==> config.mk <==
export PLATFORM = sky130hd
export DESIGN_NAME = obstacle_distance_grader_unit
export DESIGN_NICKNAME = d
export VERILOG_FILES = /design/src/odg_pkg.sv /design/src/odg_ctrl.sv /design/src/odg_datapath.sv /design/src/obstacle_distance_grader_unit.sv
export SDC_FILE = /design/constraint.sdc
export NUM_CORES = 1
export LEC_CHECK = 0
export BUFFER_PORTS_ARGS = -buffer_cell sky130_fd_sc_hd__buf_2
export CAP_MARGIN = 15
export CORE_MARGIN = 2
export CORE_UTILIZATION = 47
export CTS_BUF_LIST = sky130_fd_sc_hd__clkbuf_8 sky130_fd_sc_hd__clkbuf_16
export CTS_CLUSTER_SIZE = 30
export DETAILED_ROUTE_END_ITERATION = 10
export SLEW_MARGIN = 30
export SYNTH_ARGS = -nofsm -noshare
export SYNTH_HDL_FRONTEND = slang
export SYNTH_SLANG_ARGS = --single-unit
==> constraint.sdc <==
create_clock -name aclk -period 22.6 [get_ports aclk]
set_input_delay 6.78 -clock aclk [delete_from_list [all_inputs] [get_ports aclk]]
set_output_delay 6.78 -clock aclk [all_outputs]
set_load 0.1 [all_outputs]
==> src/odg_pkg.sv <==
package odg_pkg;

    localparam int DIST_W  = 16;
    localparam int SCALE_W = 10;
    localparam int TIME_W  = 32;
    localparam int ADDR_W  = 5;
    localparam int DATA_W  = 32;

    // dividend is a (scale gap x distance over stop) product
    localparam int PROD_W    = 2 * DIST_W;
    localparam int DIV_STEPS = PROD_W;
    localparam int CNT_W     = $clog2(DIV_STEPS);

    localparam logic [DIST_W-1:0] INVALID_DISTANCE = 16'hFFFF;
    localparam logic [DIST_W-1:0] FULL_SCALE       = 16'd1000;

    localparam logic [DIST_W-1:0]  RST_STOP_DISTANCE   = 16'd300;
    localparam logic [DIST_W-1:0]  RST_SLOW_DISTANCE   = 16'd1000;
    localparam logic [DIST_W-1:0]  RST_HYST_DISTANCE   = 16'd100;
    localparam logic [SCALE_W-1:0] RST_MINIMUM_SCALE   = 10'd200;
    localparam logic [TIME_W-1:0]  RST_INVALID_TIMEOUT = 32'd500;

    // register indexes (byte address / 4)
    localparam logic [2:0] REG_STOP_DISTANCE   = 3'd0;
    localparam logic [2:0] REG_SLOW_DISTANCE   = 3'd1;
    localparam logic [2:0] REG_HYST_DISTANCE   = 3'd2;
    localparam logic [2:0] REG_MINIMUM_SCALE   = 3'd3;
    localparam logic [2:0] REG_INVALID_TIMEOUT = 3'd4;

    typedef enum logic [1:0] {
        LV_CLEAR = 2'd0,
        LV_SLOW  = 2'd1,
        LV_STOP  = 2'd2,
        LV_FAIL  = 2'd3
    } level_t;

    typedef struct packed {
        logic [DIST_W-1:0]  stop_distance;
        logic [DIST_W-1:0]  slow_distance;
        logic [DIST_W-1:0]  hysteresis_distance;
        logic [SCALE_W-1:0] minimum_scale;
        logic [TIME_W-1:0]  invalid_timeout;
    } cfg_t;

    typedef struct packed {
        logic load_in;
        logic eval;
        logic mul;
        logic div_step;
        logic finish;
        logic load_out;
    } cmd_t;

    typedef struct packed {
        logic need_div;
    } status_t;

endpackage

==> src/odg_ctrl.sv <==
module odg_ctrl
    import odg_pkg::*;
(
    input  logic    aclk,
    input  logic    aresetn,
    input  logic    s_valid,
    output logic    s_ready,
    output logic    m_valid,
    input  logic    m_ready,
    input  status_t status,
    output cmd_t    cmd
);

    typedef enum logic [5:0] {
        S_IDLE = 6'b000001,
        S_EVAL = 6'b000010,
        S_MUL  = 6'b000100,
        S_DIV  = 6'b001000,
        S_FIN  = 6'b010000,
        S_OUT  = 6'b100000
    } state_t;

    state_t           state_reg, state_next;
    logic [CNT_W-1:0] cnt_reg, cnt_next;
    logic             m_valid_reg, m_valid_next;
    logic             out_free;

    assign out_free = !m_valid_reg || m_ready;
    assign s_ready  = (state_reg == S_IDLE);
    assign m_valid  = m_valid_reg;

    always_comb begin
        state_next   = state_reg;
        cnt_next     = cnt_reg;
        cmd          = '0;
        case (state_reg)
            S_IDLE: begin
                if (s_valid) begin
                    cmd.load_in = 1'b1;
                    state_next  = S_EVAL;
                end
            end
            S_EVAL: begin
                cmd.eval   = 1'b1;
                state_next = status.need_div ? S_MUL : S_OUT;
            end
            S_MUL: begin
                cmd.mul    = 1'b1;
                cnt_next   = '0;
                state_next = S_DIV;
            end
            S_DIV: begin
                cmd.div_step = 1'b1;
                cnt_next     = cnt_reg + 1'b1;
                if (cnt_reg == CNT_W'(DIV_STEPS - 1)) begin
                    state_next = S_FIN;
                end
            end
            S_FIN: begin
                cmd.finish = 1'b1;
                state_next = S_OUT;
            end
            S_OUT: begin
                if (out_free) begin
                    cmd.load_out = 1'b1;
                    state_next   = S_IDLE;
                end
            end
            default: begin
                state_next = S_IDLE;
            end
        endcase
    end

    always_comb begin
        m_valid_next = m_valid_reg;
        if (cmd.load_out) begin
            m_valid_next = 1'b1;
        end else if (m_ready) begin
            m_valid_next = 1'b0;
        end
    end

    always_ff @(posedge aclk) begin
        if (!aresetn) begin
            state_reg   <= S_IDLE;
            cnt_reg     <= '0;
            m_valid_reg <= 1'b0;
        end else begin
            state_reg   <= state_next;
            cnt_reg     <= cnt_next;
            m_valid_reg <= m_valid_next;
        end
    end

endmodule

==> src/odg_datapath.sv <==
module odg_datapath
    import odg_pkg::*;
(
    input  logic               aclk,
    input  logic               aresetn,
    input  cfg_t               cfg,
    input  cmd_t               cmd,
    output status_t            status,
    input  logic [DIST_W-1:0]  s_distance,
    input  logic               s_echo_ok,
    input  logic [TIME_W-1:0]  s_time_ms,
    output logic [1:0]         m_level,
    output logic [SCALE_W-1:0] m_speed_scale,
    output logic [DIST_W-1:0]  m_reported_distance,
    output logic               m_reading_valid
);

    // captured request
    logic [DIST_W-1:0]  in_dist_reg;
    logic               in_ok_reg;
    logic [TIME_W-1:0]  in_time_reg;

    // grading state
    logic [TIME_W-1:0]  invalid_since_reg;
    logic               invalid_run_reg;
    logic               stopped_reg;
    level_t             held_level_reg;
    logic [SCALE_W-1:0] held_scale_reg;
    logic [DIST_W-1:0]  held_dist_reg;
    logic               held_valid_reg;

    // divider
    logic [PROD_W-1:0]  quo_reg;
    logic [DIST_W-1:0]  rem_reg;
    logic [DIST_W-1:0]  divisor_reg;

    // result register
    level_t             out_level_reg;
    logic [SCALE_W-1:0] out_scale_reg;
    logic [DIST_W-1:0]  out_dist_reg;
    logic               out_valid_reg;

    logic               is_invalid;
    logic [TIME_W-1:0]  since_eff;
    logic [TIME_W-1:0]  elapsed;
    logic               expired;
    logic [DIST_W-1:0]  exit_mm;
    logic               hold_stop;
    logic               above_slow;
    logic               above_stop;
    logic [DIST_W-1:0]  smin_ext;
    logic [DIST_W-1:0]  smin_sat;
    logic [DIST_W-1:0]  scale_gap;
    logic [DIST_W-1:0]  over;
    logic [DIST_W-1:0]  span;
    logic [PROD_W-1:0]  product;
    logic [DIST_W:0]    rem_shift;
    logic               div_ge;
    logic [PROD_W:0]    scale_sum;
    logic [DIST_W-1:0]  scale_clamped;

    assign is_invalid = !in_ok_reg || (in_dist_reg == INVALID_DISTANCE);
    assign since_eff  = invalid_run_reg ? invalid_since_reg : in_time_reg;
    assign elapsed    = in_time_reg - since_eff;
    assign expired    = (elapsed >= cfg.invalid_timeout);

    assign exit_mm    = cfg.stop_distance + cfg.hysteresis_distance;
    assign hold_stop  = stopped_reg && (in_dist_reg <= exit_mm);
    assign above_slow = (in_dist_reg > cfg.slow_distance);
    assign above_stop = (in_dist_reg > cfg.stop_distance);

    assign status.need_div = !is_invalid && !hold_stop && !above_slow && above_stop;

    assign smin_ext  = DIST_W'(cfg.minimum_scale);
    assign smin_sat  = (smin_ext > FULL_SCALE) ? FULL_SCALE : smin_ext;
    assign scale_gap = FULL_SCALE - smin_sat;
    assign over      = in_dist_reg - cfg.stop_distance;
    assign span      = cfg.slow_distance - cfg.stop_distance;
    assign product   = PROD_W'(scale_gap) * PROD_W'(over);

    // restoring division, one quotient bit per cycle
    assign rem_shift = {rem_reg, quo_reg[PROD_W-1]};
    assign div_ge    = (rem_shift >= {1'b0, divisor_reg});

    assign scale_sum     = (PROD_W + 1)'(smin_sat) + (PROD_W + 1)'(quo_reg);
    assign scale_clamped = (scale_sum > (PROD_W + 1)'(FULL_SCALE)) ? FULL_SCALE
                                                                  : scale_sum[DIST_W-1:0];

    always_ff @(posedge aclk) begin
        if (cmd.load_in) begin
            in_dist_reg <= s_distance;
            in_ok_reg   <= s_echo_ok;
            in_time_reg <= s_time_ms;
        end
        if (cmd.mul) begin
            quo_reg     <= product;
            rem_reg     <= '0;
            divisor_reg <= span;
        end else if (cmd.div_step) begin
            quo_reg <= {quo_reg[PROD_W-2:0], div_ge};
            rem_reg <= div_ge ? DIST_W'(rem_shift - {1'b0, divisor_reg})
                              : rem_shift[DIST_W-1:0];
        end
        if (cmd.load_out) begin
            out_level_reg <= held_level_reg;
            out_scale_reg <= held_scale_reg;
            out_dist_reg  <= held_dist_reg;
            out_valid_reg <= held_valid_reg;
        end
    end

    always_ff @(posedge aclk) begin
        if (!aresetn) begin
            invalid_since_reg <= '0;
            invalid_run_reg   <= 1'b0;
            stopped_reg       <= 1'b0;
            held_level_reg    <= LV_CLEAR;
            held_scale_reg    <= '0;
            held_dist_reg     <= '0;
            held_valid_reg    <= 1'b0;
        end else if (cmd.eval) begin
            if (is_invalid) begin
                if (!invalid_run_reg) begin
                    invalid_run_reg   <= 1'b1;
                    invalid_since_reg <= in_time_reg;
                end
                if (expired) begin
                    held_level_reg <= LV_FAIL;
                    held_scale_reg <= '0;
                    held_dist_reg  <= INVALID_DISTANCE;
                    held_valid_reg <= 1'b0;
                    stopped_reg    <= 1'b1;
                end
            end else begin
                invalid_run_reg <= 1'b0;
                held_valid_reg  <= 1'b1;
                held_dist_reg   <= in_dist_reg;
                if (hold_stop) begin
                    held_level_reg <= LV_STOP;
                    held_scale_reg <= '0;
                end else if (above_slow) begin
                    stopped_reg    <= 1'b0;
                    held_level_reg <= LV_CLEAR;
                    held_scale_reg <= FULL_SCALE[SCALE_W-1:0];
                end else if (above_stop) begin
                    // level and scale land when the divider finishes
                    stopped_reg <= 1'b0;
                end else begin
                    stopped_reg    <= 1'b1;
                    held_level_reg <= LV_STOP;
                    held_scale_reg <= '0;
                end
            end
        end else if (cmd.finish) begin
            held_level_reg <= LV_SLOW;
            held_scale_reg <= scale_clamped[SCALE_W-1:0];
        end
    end

    assign m_level             = out_level_reg;
    assign m_speed_scale       = out_scale_reg;
    assign m_reported_distance = out_dist_reg;
    assign m_reading_valid     = out_valid_reg;

endmodule

==> src/obstacle_distance_grader_unit.sv <==
// Channel   | Direction | Handshake          | Payload
// ----------+-----------+--------------------+------------------------------------------
// s_        | in        | s_valid / s_ready  | s_distance, s_echo_ok, s_time_ms
// m_        | out       | m_valid / m_ready  | m_level, m_speed_scale,
//           |           |                    | m_reported_distance, m_reading_valid
// APB       | in/out    | psel/penable/pready| paddr, pwrite, pwdata, prdata
//
// A clear, stop or invalid request passes the accept, grade and output load
// states. A slow-band request also passes a multiply state, a 32-step
// restoring divider (one quotient bit per cycle) and a finish state before
// the output load.
// Reset (aresetn low, synchronous) clears the grade state and the FSM;
// config registers return to their default thresholds.
// The next request is taken once the previous result sits in the output
// register; it is graded while that result waits, then holds in the output
// state (s_ready low) until m_ready frees the register.
module obstacle_distance_grader_unit
    import odg_pkg::*;
(
    input  logic               aclk,
    input  logic               aresetn,

    // reading channel
    input  logic               s_valid,
    output logic               s_ready,
    input  logic [DIST_W-1:0]  s_distance,
    input  logic               s_echo_ok,
    input  logic [TIME_W-1:0]  s_time_ms,

    // grade channel
    output logic               m_valid,
    input  logic               m_ready,
    output logic [1:0]         m_level,
    output logic [SCALE_W-1:0] m_speed_scale,
    output logic [DIST_W-1:0]  m_reported_distance,
    output logic               m_reading_valid,

    // configuration
    input  logic               psel,
    input  logic               penable,
    input  logic               pwrite,
    input  logic [ADDR_W-1:0]  paddr,
    input  logic [DATA_W-1:0]  pwdata,
    output logic [DATA_W-1:0]  prdata,
    output logic               pready
);

    cfg_t       cfg_reg;
    cfg_t       cfg_next;
    logic       cfg_wr;
    logic [2:0] reg_idx;
    cmd_t       cmd;
    status_t    status;

    // ---- APB register file ----
    assign pready  = 1'b1;
    assign cfg_wr  = psel && penable && pwrite;
    assign reg_idx = paddr[ADDR_W-1:2];

    always_comb begin
        cfg_next = cfg_reg;
        if (cfg_wr) begin
            case (reg_idx)
                REG_STOP_DISTANCE:   cfg_next.stop_distance       = pwdata[DIST_W-1:0];
                REG_SLOW_DISTANCE:   cfg_next.slow_distance       = pwdata[DIST_W-1:0];
                REG_HYST_DISTANCE:   cfg_next.hysteresis_distance = pwdata[DIST_W-1:0];
                REG_MINIMUM_SCALE:   cfg_next.minimum_scale       = pwdata[SCALE_W-1:0];
                REG_INVALID_TIMEOUT: cfg_next.invalid_timeout     = pwdata[TIME_W-1:0];
                default: begin
                    // unmapped: write dropped
                end
            endcase
        end
    end

    always_comb begin
        case (reg_idx)
            REG_STOP_DISTANCE:   prdata = DATA_W'(cfg_reg.stop_distance);
            REG_SLOW_DISTANCE:   prdata = DATA_W'(cfg_reg.slow_distance);
            REG_HYST_DISTANCE:   prdata = DATA_W'(cfg_reg.hysteresis_distance);
            REG_MINIMUM_SCALE:   prdata = DATA_W'(cfg_reg.minimum_scale);
            REG_INVALID_TIMEOUT: prdata = DATA_W'(cfg_reg.invalid_timeout);
            default:             prdata = '0;
        endcase
    end

    always_ff @(posedge aclk) begin
        if (!aresetn) begin
            cfg_reg.stop_distance       <= RST_STOP_DISTANCE;
            cfg_reg.slow_distance       <= RST_SLOW_DISTANCE;
            cfg_reg.hysteresis_distance <= RST_HYST_DISTANCE;
            cfg_reg.minimum_scale       <= RST_MINIMUM_SCALE;
            cfg_reg.invalid_timeout     <= RST_INVALID_TIMEOUT;
        end else begin
            cfg_reg <= cfg_next;
        end
    end

    // ---- sequencer ----
    odg_ctrl u_ctrl (
        .aclk    (aclk),
        .aresetn (aresetn),
        .s_valid (s_valid),
        .s_ready (s_ready),
        .m_valid (m_valid),
        .m_ready (m_ready),
        .status  (status),
        .cmd     (cmd)
    );

    // ---- grading datapath: compares, multiplier, serial divider ----
    odg_datapath u_dp (
        .aclk                (aclk),
        .aresetn             (aresetn),
        .cfg                 (cfg_reg),
        .cmd                 (cmd),
        .status              (status),
        .s_distance          (s_distance),
        .s_echo_ok           (s_echo_ok),
        .s_time_ms           (s_time_ms),
        .m_level             (m_level),
        .m_speed_scale       (m_speed_scale),
        .m_reported_distance (m_reported_distance),
        .m_reading_valid     (m_reading_valid)
    );

endmodule

==> results.json, run 1 <==
{
  "clock-sinks": 307,
  "largest_net_degree_at_the_start_of_global_routing": 98,
  "crit_end": "prdata[10]",
  "routability_congestion_estimate_from_global_placement": 0.9287,
  "row_count": 88,
  "async_flop_share_pct": 0,
  "wl_um": 76000,
  "rsz0062_at_grt": "false",
  "largest_register_ffs": 90,
  "synth_top_area_share_pct": 14.66,
  "synth.cell_area_mm2": 0.02731,
  "clock_tree_from_tritoncts": "yes",
  "final.period_utilization_pct": 70.75,
  "overflow": 0,
  "yosys_register_bits": 307,
  "clock_tree.root_cell": "clkbuf_16",
  "antenna_viol_nets_final": 0,
  "worst_setup_path_start_kind": "primary input",
  "drt_pre_antenna_iters": 5,
  "post_route_cells_drive_above_1_share_pct": 9.821,
  "htree_levels": 2,
  "final.setup_skew_ns": 0.02685,
  "synth_adder_area_share_pct": 27.22,
  "crit_path_end_kind": "primary output",
  "worstPathMaxFanout": 36,
  "timing_max_transition_violations_final": 0,
  "power_density_mw_per_mm2": 88.05,
  "post_drt_wl_per_cell_um": 18.94,
  "timing.slew.headroom_pct": 33.57,
  "power.ir.vdd_worst_mv": 0.1539,
  "floorplan.die_area_mm2": 0.06004,
  "die_height_um": 245.0,
  "wire_length_of_the_first_global_routing_pass_um": 119700,
  "cts_setup_buffers": 0,
  "post_synth_and_or_nand_nor_area_fraction_pct": 16.44,
  "drc": 0,
  "setup-violations-final": 0,
  "hp_class": "register to register",
  "leakage_uw": 0.01389,
  "synth_cell_types": 88,
  "layout-area-overhead-vs-synth_pct": 11.49,
  "detail_route.iter0.violations": 1430,
  "via_count": 22110,
  "num_io_pins": 157,
  "via_count_of_the_first_global_routing_pass": 22170,
  "placeable_core_region_mm2": 0.05759,
  "synth-edff-count": 126,
  "instance_area_after_placement_mm2": 0.02911,
  "synth_top_family_by_area": "adder cells",
  "cp-startpoint": "paddr[4]",
  "port_buffer_count": 153,
  "r2r_setup_slack_ns": 12.48,
  "synth_top_cell_by_area": "fa_1",
  "timing.setup.critical_path_class": "primary input to primary output",
  "synth_seq_area_share_pct": 27.12,
  "finalHoldViolCount": 0,
  "starting_utilization_of_the_core_area_pct": 47.42,
  "finalSetupTns_ns": 0,
  "critPathArrivalTime_ns": 9.21,
  "muxShareOfSynthArea_pct": 2.827,
  "r2r_end": "u_dp.quo_reg[30]",
  "tritoncts.num_buffers": 37,
  "synthXorXnorAreaFrac_pct": 3.817,
  "synth_compound_area_share_pct": 15.89,
  "number_of_nets_in_the_finished_design": 3787,
  "synth_top_flop_cell": "dfxtp_1",
  "critical_path.reg2reg.startpoint": "cfg_reg[32]",
  "worstMarginPinSlew_ns": 0.9965,
  "overall_power_uw": 2681,
  "number_of_gates_resized_after_cts": 0,
  "fin_area_mm2": 0.03045,
  "achievable-frequency_mhz": 62.54,
  "synthTopCellsByCount": "419 x nand2_1, 361 x inv_1, 274 x ha_1, 200 x fa_1, 199 x nor2_1",
  "insertedDiodeCount": 0,
  "clock_latency_ns": 0.58,
  "synth_area_per_cell_um2": 8.942,
  "max-clock-path-buffers": 3,
  "post_synth_main_area_contributors": "fa_1 15%, edfxtp_1 14%, dfxtp_1 13%",
  "number_of_inserted_filler_cells_in_the_final_layout": 5348,
  "synth.yosys.warnings": 0,
  "outcome": "finished, final reports clean",
  "antenna_violations_before_repair": 0,
  "min_period_ns": 15.99,
  "cts_hold_buffers": 0,
  "r2r.worst_path.cells": 33,
  "globalRouteTotalUtil_pct": 25.30,
  "chipWidth_um": 245.0,
  "critPathRequiredTime_ns": 15.82,
  "yosysMostFrequentCell": "nand2_1",
  "post-dp-hpwl_um": 59930,
  "clk_pin_slew_ns": 0.06,
  "syn_inst": 3054,
  "vias_per_cell": 5.508,
  "max_cap_violations": 0
}
## placed cells by master, fill, tap and decap left out, drive strengths merged, types with 81 or more instances in the layout
master	netlist	final
buf	11	196
edfxtp	126	126
nand2	419	419
a21boi	84	84
ha	274	274
inv	361	368
fa	200	200
a21oi	122	122
o21ai	116	116
dfxtp	181	181
nor2	199	199
xnor2	81	81
## report_power, final
group / switching [uW] / internal (uW) / total [uW] / leakage, uW
combinational: 877 / 574 / 1450 / 0.0106
clock: 255 / 375 / 630 / 0.000638
sequential: 12.2 / 588 / 600 / 0.00267
total: 1140 / 1540 / 2680 / 0.0139
## layout make-up
type	instances	area [um^2]	area share, %
Multi-Input combinational cell	2315	18300	60.10
Sequential cell	307	7408	24.33
Inverter	363	1363	4.475
Timing Repair Buffer	196	1126	3.699
Clock buffer	42	1028	3.378
Tap cell	765	957.2	3.144
Clock inverter	25	265.3	0.8712
## logic make-up (layout without fill, tap and decap cells)
group / Yosys count / count (layout)
AOI/OAI and AO/OA: 622 / 622
xor gates and xnor gates: 119 / 119
adders and majority gates: 474 / 474
buffers and inverters: 479 / 626
DFF: 307 / 307
muxes: 77 / 77
other: 2 / 49
and+or+nand+nor: 974 / 974
## per-stage QoR
| stage | cells | setup WS, ns | utilization, % | hold WS [ns] |
|---|---|---|---|---|
| 2_1_floorplan | 3101 | 6.235 | - | 0.4001 |
| 3_3_place_gp | 3942 | 6.659 | 50.50 | 0.4175 |
| 3_5_place_dp | 3944 | 6.671 | 50.55 | 0.4197 |
| 4_1_cts | 4011 | 6.649 | 52.80 | 0.4332 |
| 5_1_grt | 4013 | 6.451 | 52.87 | 0.4417 |
| 6_report | 4013 | 6.611 | 52.87 | 0.4320 |
## critical path: stages
cell	delay, ns
buf_2	0.48
nor2b_1	0.73
nor2b_1	0.51
nand2_1	0.09
o21ai_0	0.12
buf_2	0.48
## per-layer routing
layer  vias up  routed length (um)  global-route usage (%)
met4         0                2308                   8.375
li1      10760                   -                       -
met3       118                3457                   2.504
met1     10760               32790                   32.45
met2       471               37440                   44.53
met5         -                   0                       0
## worst min path at each step
stage / startpoint / to / slack (ns) / cells after the start
CTS: u_dp.held_scale_reg[4] / u_dp.m_speed_scale[4] / 0.43 / 0
floorplan: u_dp.held_scale_reg[0] / u_dp.m_speed_scale[0] / 0.40 / 0
global route: u_dp.held_scale_reg[4] / u_dp.m_speed_scale[4] / 0.44 / 0
finish: u_dp.held_scale_reg[7] / u_dp.m_speed_scale[7] / 0.43 / 0
global placement: u_dp.held_level_reg[1] / u_dp.m_level[1] / 0.42 / 0
detailed placement: u_dp.held_level_reg[0] / u_dp.m_level[0] / 0.42 / 0
Note: power is estimated with default switching activity, not from simulation.
==> run 2, diff against run 1 <==
- PLACE_DENSITY: default -> 0.67
- clock period: 22.6 -> 13.5 ns (I/O delays scaled with it)
==> run 2 against run 1 <==
Effect of this change:
- core utilization decreased by 0.28 points
- flip-flop and latch count unchanged
- combinational power increased by 66%
- critical path depth unchanged
- design area decreased by 0.53%
- register-to-register slack got worse by 9.1 ns
- die area unchanged
- largest cell class unchanged
- largest power group unchanged
==> results.json, run 2 (same netlist as run 1, synthesis figures left out) <==
{
  "outcome": "finished, final reports clean",
  "crit_path_end_kind": "primary output",
  "timing.critical_path.max_delay_family": "simple AND/OR/NAND/NOR gates",
  "internal_portion_of_total_power_uw": 2521,
  "critical_path.reg2reg.startpoint": "cfg_reg[33]",
  "via_count": 22560,
  "critPathArrivalTime_ns": 6.55,
  "power.share.combinational_pct": 54.6,
  "finalHoldViolCount": 0,
  "worstPathMaxFanout": 36,
  "hp_class": "register to register",
  "tritoncts.num_buffers": 37,
  "final.setup_skew_ns": 0.03617,
  "crit_chain": "buf_2 > nor2b_1 > nor2b_1 > nand2_1 > o21ai_0 > buf_2",
  "chipWidth_um": 245.0,
  "insertedDiodeCount": 0,
  "wire_length_of_the_first_global_routing_pass_um": 118000,
  "starting_utilization_of_the_core_area_pct": 47.42,
  "power.sequential.fraction_pct": 22.8,
  "clk_pin_slew_ns": 0.06,
  "switching_power_uw": 1874,
  "drc": 0,
  "timing_max_transition_violations_final": 0,
  "timing.slew.headroom_pct": 32.66,
  "via_count_of_the_first_global_routing_pass": 22800,
  "r2r_end": "u_dp.quo_reg[29]",
  "r2r_setup_slack_ns": 3.36,
  "worstMarginPinSlew_ns": 1.010,
  "clock_tree.root_cell": "clkbuf_16",
  "cpPeakStageDelay_ns": 0.72,
  "placeable_core_region_mm2": 0.05759,
  "final_cell_mix": "419 x nand2_1, 366 x inv_1, 274 x ha_1",
  "cpMaxStageDelayCell": "nor2b_1",
  "die_height_um": 245.0,
  "clock_tree_from_tritoncts": "yes",
  "rsz0062_at_grt": "false",
  "post_drt_wl_per_cell_um": 18.52,
  "floorplan.die_area_mm2": 0.06004,
  "port_buffer_count": 153,
  "wl_um": 74120,
  "row_count": 88,
  "post_route_cells_drive_above_1_share_pct": 9.512,
  "post-dp-hpwl_um": 58320,
  "min_to": "u_dp.m_speed_scale[5]",
  "power_density_mw_per_mm2": 145.1,
  "critPathRequiredTime_ns": 9.45,
  "cts_setup_buffers": 0,
  "worst_setup_path_start_kind": "primary input",
  "instance_area_after_placement_mm2": 0.02904,
  "clock-sinks": 307,
  "fin_area_mm2": 0.03029,
  "setup-violations-final": 0,
  "switching_share_pct": 42.64,
  "num_io_pins": 157,
  "min_delay_path_depth": 0,
  "htree_levels": 2,
  "min_period_ns": 10.60,
  "vias_per_cell": 5.636,
  "leakage_uw": 0.01383,
  "cp.buffers_inverters": 2,
  "timing.setup.critical_path_class": "primary input to primary output",
  "cts_hold_buffers": 0,
  "drt_pre_antenna_iters": 5,
  "antenna_violations_before_repair": 0,
  "globalRouteTotalUtil_pct": 24.63,
  "number_of_nets_in_the_finished_design": 3777,
  "detail_route.iter0.violations": 1391,
  "achievable-frequency_mhz": 94.31,
  "layout.cells.most_common": "nand2_1",
  "routability_congestion_estimate_from_global_placement": 0.9394,
  "clockPowerShare_pct": 22.6,
  "largest_register_ffs": 90,
  "overflow": 0,
  "max_cap_violations": 0,
  "finalSetupTns_ns": 0,
  "number_of_gates_resized_after_cts": 0,
  "max-clock-path-buffers": 3,
  "antenna_viol_nets_final": 0,
  "layout-area-overhead-vs-synth_pct": 10.90,
  "final.period_utilization_pct": 78.54,
  "power.ir.vdd_worst_mv": 0.2536,
  "r2r.worst_path.cells": 33,
  "hold-worst-slack_ns": 0.4279,
  "largest_net_degree_at_the_start_of_global_routing": 98,
  "hold_path_startpoint": "u_dp.held_scale_reg[5]",
  "clock_latency_ns": 0.56
}
run 2: cell count changes in the layout (fill, tap and decap cells not counted), moves of 2 or more:
cell	previous run	this run
inv_1	364	366
clkbuf_8	2	5
inv_4	0	2
inv_8	0	2
clkinv_1	4	2
a2111oi_1	1	3
a2111oi_0	9	7
inv_6	2	0
buf_4	40	32
clkinvlp_4	5	2
buf_6	2	0
bufinv_16	4	1
run 2: stage by stage:
| stage | total power (uW) | setup slack (ns) | cells | utilization [%] |
|---|---|---|---|---|
| 2_1_floorplan | 2745 | 2.595 | 3101 | - |
| 3_3_place_gp | 3367 | 3.007 | 3934 | 50.38 |
| 3_5_place_dp | 3415 | 2.994 | 3935 | 50.43 |
| 4_1_cts | 4435 | 2.993 | 4002 | 52.54 |
| 5_1_grt | 4751 | 2.765 | 4003 | 52.59 |
| 6_report | 4395 | 2.897 | 4003 | 52.59 |
run 2: worst reg2reg max path: cells and delay by family, from the launching register on:
kind	cells	cell delay (ns)
xor gates and xnor gates	2	0.68
buffers and inverters	6	1.04
DFF	1	0.38
AOI/OAI and AO/OA	7	1.57
adders and majority gates	8	3.92
and+or+nand+nor	10	2.27
run 2: power groups by stage:
stage / Sequential [uW] / Combinational (uW) / Clock [uW]
final: 1000 / 2400 / 992
after global routing: 1000 / 2700 / 1050
after CTS: 1000 / 2420 / 1010
after detailed placement: 1020 / 2390 / 0
after global placement: 1020 / 2350 / 0
after floorplan: 1010 / 1730 / 0
run 2: cell type report:
class / count / area (um^2)
sequential: 307 / 7408
multi-input combinational: 2315 / 18300
clock buffer: 44 / 1045
inverter: 363 / 1363
clock inverter: 23 / 170.2
tap: 765 / 957.2
timing repair buffer: 186 / 1044
fill: 5310 / 27300
run 2: worst max path at each step:
stage / from / end / slack [ns] / cells past startpoint
global route: paddr[4] / prdata[13] / 2.77 / 6
floorplan: paddr[3] / prdata[7] / 2.59 / 5
CTS: paddr[4] / prdata[13] / 2.99 / 6
finish: paddr[4] / prdata[13] / 2.90 / 6
global placement: paddr[4] / prdata[13] / 3.01 / 6
detailed placement: paddr[4] / prdata[13] / 2.99 / 6
run 2: layer usage:
layer	wire length [um]	up-vias	GRT usage, %
li1	-	10760	-
met1	30560	10920	30.60
met2	36030	720	42.76
met3	4248	160	3.521
met4	3281	0	10.20
met5	0	-	0
